<file path="config.mk">
export PLATFORM = sky130hd
export DESIGN_NAME = mst_ram
export DESIGN_NICKNAME = d
export VERILOG_FILES = /design/src/mst_pkg.sv /design/src/mst_ram.sv
export SDC_FILE = /design/constraint.sdc
export NUM_CORES = 2
export LEC_CHECK = 0
export BUFFER_PORTS_ARGS = -buffer_cell sky130_fd_sc_hd__buf_2
export CORE_UTILIZATION = 67
export CTS_BUF_LIST = sky130_fd_sc_hd__clkbuf_4 sky130_fd_sc_hd__clkbuf_8
export CTS_CLUSTER_DIAMETER = 150
export DETAILED_ROUTE_END_ITERATION = 16
export PLACE_DENSITY = 0.86
export SLEW_MARGIN = 20
export SYNTH_ARGS = -nofsm -noshare
export SYNTH_HDL_FRONTEND = slang
export SYNTH_SLANG_ARGS = --single-unit
</file>
<file path="constraint.sdc">
create_clock -name clk -period 8.5 [get_ports clk]
set_input_delay 1.7 -clock clk [delete_from_list [all_inputs] [get_ports clk]]
set_output_delay 1.7 -clock clk [all_outputs]
set_load 0.02 [all_outputs]
</file>
<file path="src/mst_pkg.sv">
// Shared types and constants for the bottom-up merge sorter.
package mst_pkg;

	localparam int unsigned DATA_W = 32;

	typedef logic [DATA_W-1:0] word_t;

	typedef struct packed {
		logic signed [DATA_W-1:0] element_value;
		logic                     set_last;
	} load_item_t;

	typedef struct packed {
		logic signed [DATA_W-1:0] sorted_value;
		logic                     result_last;
		logic                     overflow_seen;
	} result_item_t;

endpackage

</file>
<file path="src/mst_ram.sv">
// Synchronous buffer memory: one write port, two read ports with registered read data.
module mst_ram import mst_pkg::*; #(
	parameter int unsigned AW = 6
) (
	input  logic          clk,
	input  logic          wr_en,
	input  logic [AW-1:0] wr_addr,
	input  word_t         wr_data,
	input  logic [AW-1:0] rd_addr0,
	input  logic [AW-1:0] rd_addr1,
	output word_t         rd_data0,
	output word_t         rd_data1
);

	word_t mem_q [2**AW];

	always_ff @(posedge clk) begin
		if (wr_en) begin
			mem_q[wr_addr] <= wr_data;
		end
	end

	// registered read data
	always_ff @(posedge clk) begin
		rd_data0 <= mem_q[rd_addr0];
		rd_data1 <= mem_q[rd_addr1];
	end

endmodule

</file>
==> results by group <==
Outcome
  – Status: completed

Global routing
  – Total gr overflow: 0
  – Initial antenna violation count: 28
  – Global-route usage over all layers: 40.1%
  – Pin count of the biggest net entering global routing: 136
  – Vias in the first global route: 55500
  – Global-route wire length before repair: 401 mm

Timing
  – RSZ-0062 raised after global routing: false
  – WHS: 881 ps
  – Setup violators final: 0
  – Fin. Hold Viols: 0
  – Clock Skew: 48.4 ps
  – FMAX: 214 MHz
  – Rel. slew slack: 19.3%
  – Worst slew pin tran: 1200 ps
  – Final count of pins violating max slew: 0
  – Tcrit/Tclk final: a little over half
  – Post-route setup TNS: 0 ps
  – Minimum period implied by the final worst setup slack: 4670 ps

Logic synthesis
  – Post-synthesis register bit count: 2112
  – Post-synth EDFFs: 2048
  – Avg Cell Area, Syn: approximately 22 um^2
  – Post-synth ARST share: 0%
  – Count of cell types in the netlist: 38
  – Seq/Total Area, Yosys: 65.6%
  – Mapped Area: 0.0957 mm^2
  – Synth Instances: 4412
  – Yosys warnings: 0
  – Syn nets: between 4000 and 5000
  – Synth Flop Type: edfxtp_1

Finish
  – Fin area: 0.105 mm^2
  – Final-layout fill cell count: 7216
  – Final nets: 4698
  – Area Overhead vs Synth: 9.98%
  – Share of layout cells above drive strength 1: between 40% and 50%
  – Fin util: 74.3%

Drt
  – DR iter-0 viols: 10400
  – DRC viols: 0
  – Met2 WL post-DR: 126 mm
  – Metal-1 WL: 86.0 mm
  – Number of routed nets with antenna violations: 0
  – Drt pass-1 iters: 6
  – Drt wl/cell: 41.8 um
  – DR WL met3: around 54 mm
  – Total wire length: roughly 280 mm
  – Uppermost layer routed: met5
  – Via count: ~55000
  – Drt via density: 8.08

Clock tree
  – Postcts setup bufs: 0
  – Clk sink count: roughly 2100
  – Clk slew on worst S/H paths: 60 ps
  – Hold buffers post-CTS: 0
  – Root Driver: clkbuf_8
  – CTS tree: done
  – CTS Buf Count: around 340
  – H-tree depth: 5
  – Clock Latency Late Sink: 1060 ps
  – Max Root-Sink Buffers: 4
  – Number of gates resized after cts: 0

Setup path
  – Critical Path Sink: rd_data1[22]
  – Worst R2R End: rd_data1[22]
  – CP required: 9310 ps
  – Worst Path Max Fanout: 96
  – CP arrival: 5480 ps
  – Reg2Reg Setup Slack: 5750 ps
  – Worst setup EP type: register
  – Crit start category: input port
  – Critical setup path kind: in2reg
  – Worst reg2reg path depth: 4
  – Worst R2R Start: mem_q[7][22]
  – CP startpoint: rd_addr1[1]

Die
  – Initial Utilization: approximately 68%
  – Die Wd: about 380 um
  – Core area: roughly 0.14 mm^2
  – DIE AREA: 0.144 mm^2
  – Placement Rows: 138
  – Chip height: 380 um
  – Ports: 116

Pwr
  – Maximum vdd ir drop: 0.208 mV
  – Pwr Density: 209 mW/mm^2
  – Leakage: 33.2 nW
  – Total power: 22.0 mW

Placement
  – Buffers on Ports: 115
  – Routability cong.: 0.871
  – Detailed-placement wirelength estimate: about 160 mm
  – Area after DPL: between 0.09 and 0.1 mm^2

Min path
  – Hold Path Class: reg2reg

Job
  – MaxCap Viol Count: 0
-- how the worst min path moves through the flow --
stage                              from            to  slack [ps]  cells after the start
after floorplan            mem_q[36][0]   rd_data0[0]         780                      4
after global placement    mem_q[38][11]  rd_data0[11]         840                      4
after detailed placement  mem_q[39][11]  rd_data0[11]         860                      4
after CTS                 mem_q[39][11]  rd_data0[11]         870                      4
after global routing      mem_q[38][11]  rd_data0[11]         920                      4
final                     mem_q[39][11]  rd_data0[11]         880                      4
-- critical path, stage by stage --
cell and delay (ps):
buf_8 590, buf_4 850, mux4_2 430, mux4_2 480, o22ai_1 870, a21oi_1 260
-- cell type report --
type	instances	area [um^2]	share of cell area (%)
Inverter	1	3.75	0.00357
Timing Repair Buffer	244	1900	1.81
Clock buffer	450	5610	5.33
Clock inverter	138	847	0.805
Sequential cell	2112	62800	59.7
Antenna cell	13	32.5	0.0309
Tap cell	1890	2360	2.25
Multi-Input combinational cell	1952	31700	30.1
-- stage by stage --
step / setup slack (ps) / std cells
after global routing: 3980 / 6791
after floorplan: 3610 / 4412
final: 3830 / 6800
after CTS: 4310 / 6781
after global placement: 3220 / 6192
after detailed placement: 3200 / 6193
-- power by group --
part	internal [mW]	switching [mW]	leakage, nW
Clock	4.55	3.98	3.42
Sequential	11.5	0.0977	19.0
Combinational	0.746	1.13	10.8
Total	16.8	5.21	33.2
-- per-layer routing --
metal,up-vias,track usage [%]
met3,1198,16.8
met4,30,21.4
met5,-,0.298
li1,20000,-
met2,5788,57.3
met1,27900,53.3
-- cells by family (layout without fill, tap and decap cells) --
logic type | count (synthesis) | in the layout | share of synthesized area (%)
compound gates | 340 | 340 | 2.39
buf+inv | 348 | 833 | 1.83
flops | 2112 | 2112 | 65.6
mux | 1364 | 1364 | 29.0
other cells | 0 | 13 | 0
simple gates | 248 | 248 | 1.13
-- registers in the layout, indices dropped and copies added, names as in the netlist --
signal,count
mem_q,2048
rd_data1,32
rd_data0,32
-- cells in the final DEF (no fill, tap or decap), drive strengths merged, types with 9 or more instances in the layout --
cell,n
o211ai,27
clkbuf,452
a21oi,58
a221oi,13
diode,13
mux2,36
dfxtp,64
mux2i,204
nand2,93
a211oi,15
buf,242
edfxtp,2048
o32a,9
o221ai,16
nand3,9
mux4,1124
o21ai,49
a22oi,85
o22ai,56
nor2,94
a32oi,9
nor2b,19
clkinv,120
bufinv,9
-- cells in the mapped netlist (6+ instances only) --
cell type     n  area [um^2]
mux2i_1     204         2040
edfxtp_1   2048        61500
buf_4        55          413
o32a_1        9         90.1
o22ai_1      56          350
o21ai_1      31          155
o211ai_1     27          203
dfxtp_1      64         1280
a22oi_1      85          638
nand3b_1      6         45.0
nand2b_1      8         50.1
a32oi_1       9         78.8
o21ai_0      18         90.1
mux4_2     1124        25300
nand3_1       9         45.0
a211oi_1     15          113
mux2_2       36          405
and2_1        6         37.5
a21oi_1      58          290
buf_6        11          124
nor2_1       94          353
buf_2       121          606
clkbuf_1    135          507
nor2b_1      19          119
buf_1        25         93.8
nand2_1      93          349
o221ai_1     16          140
a221oi_1     13          114
Note: power is estimated with default switching activity, not from simulation.
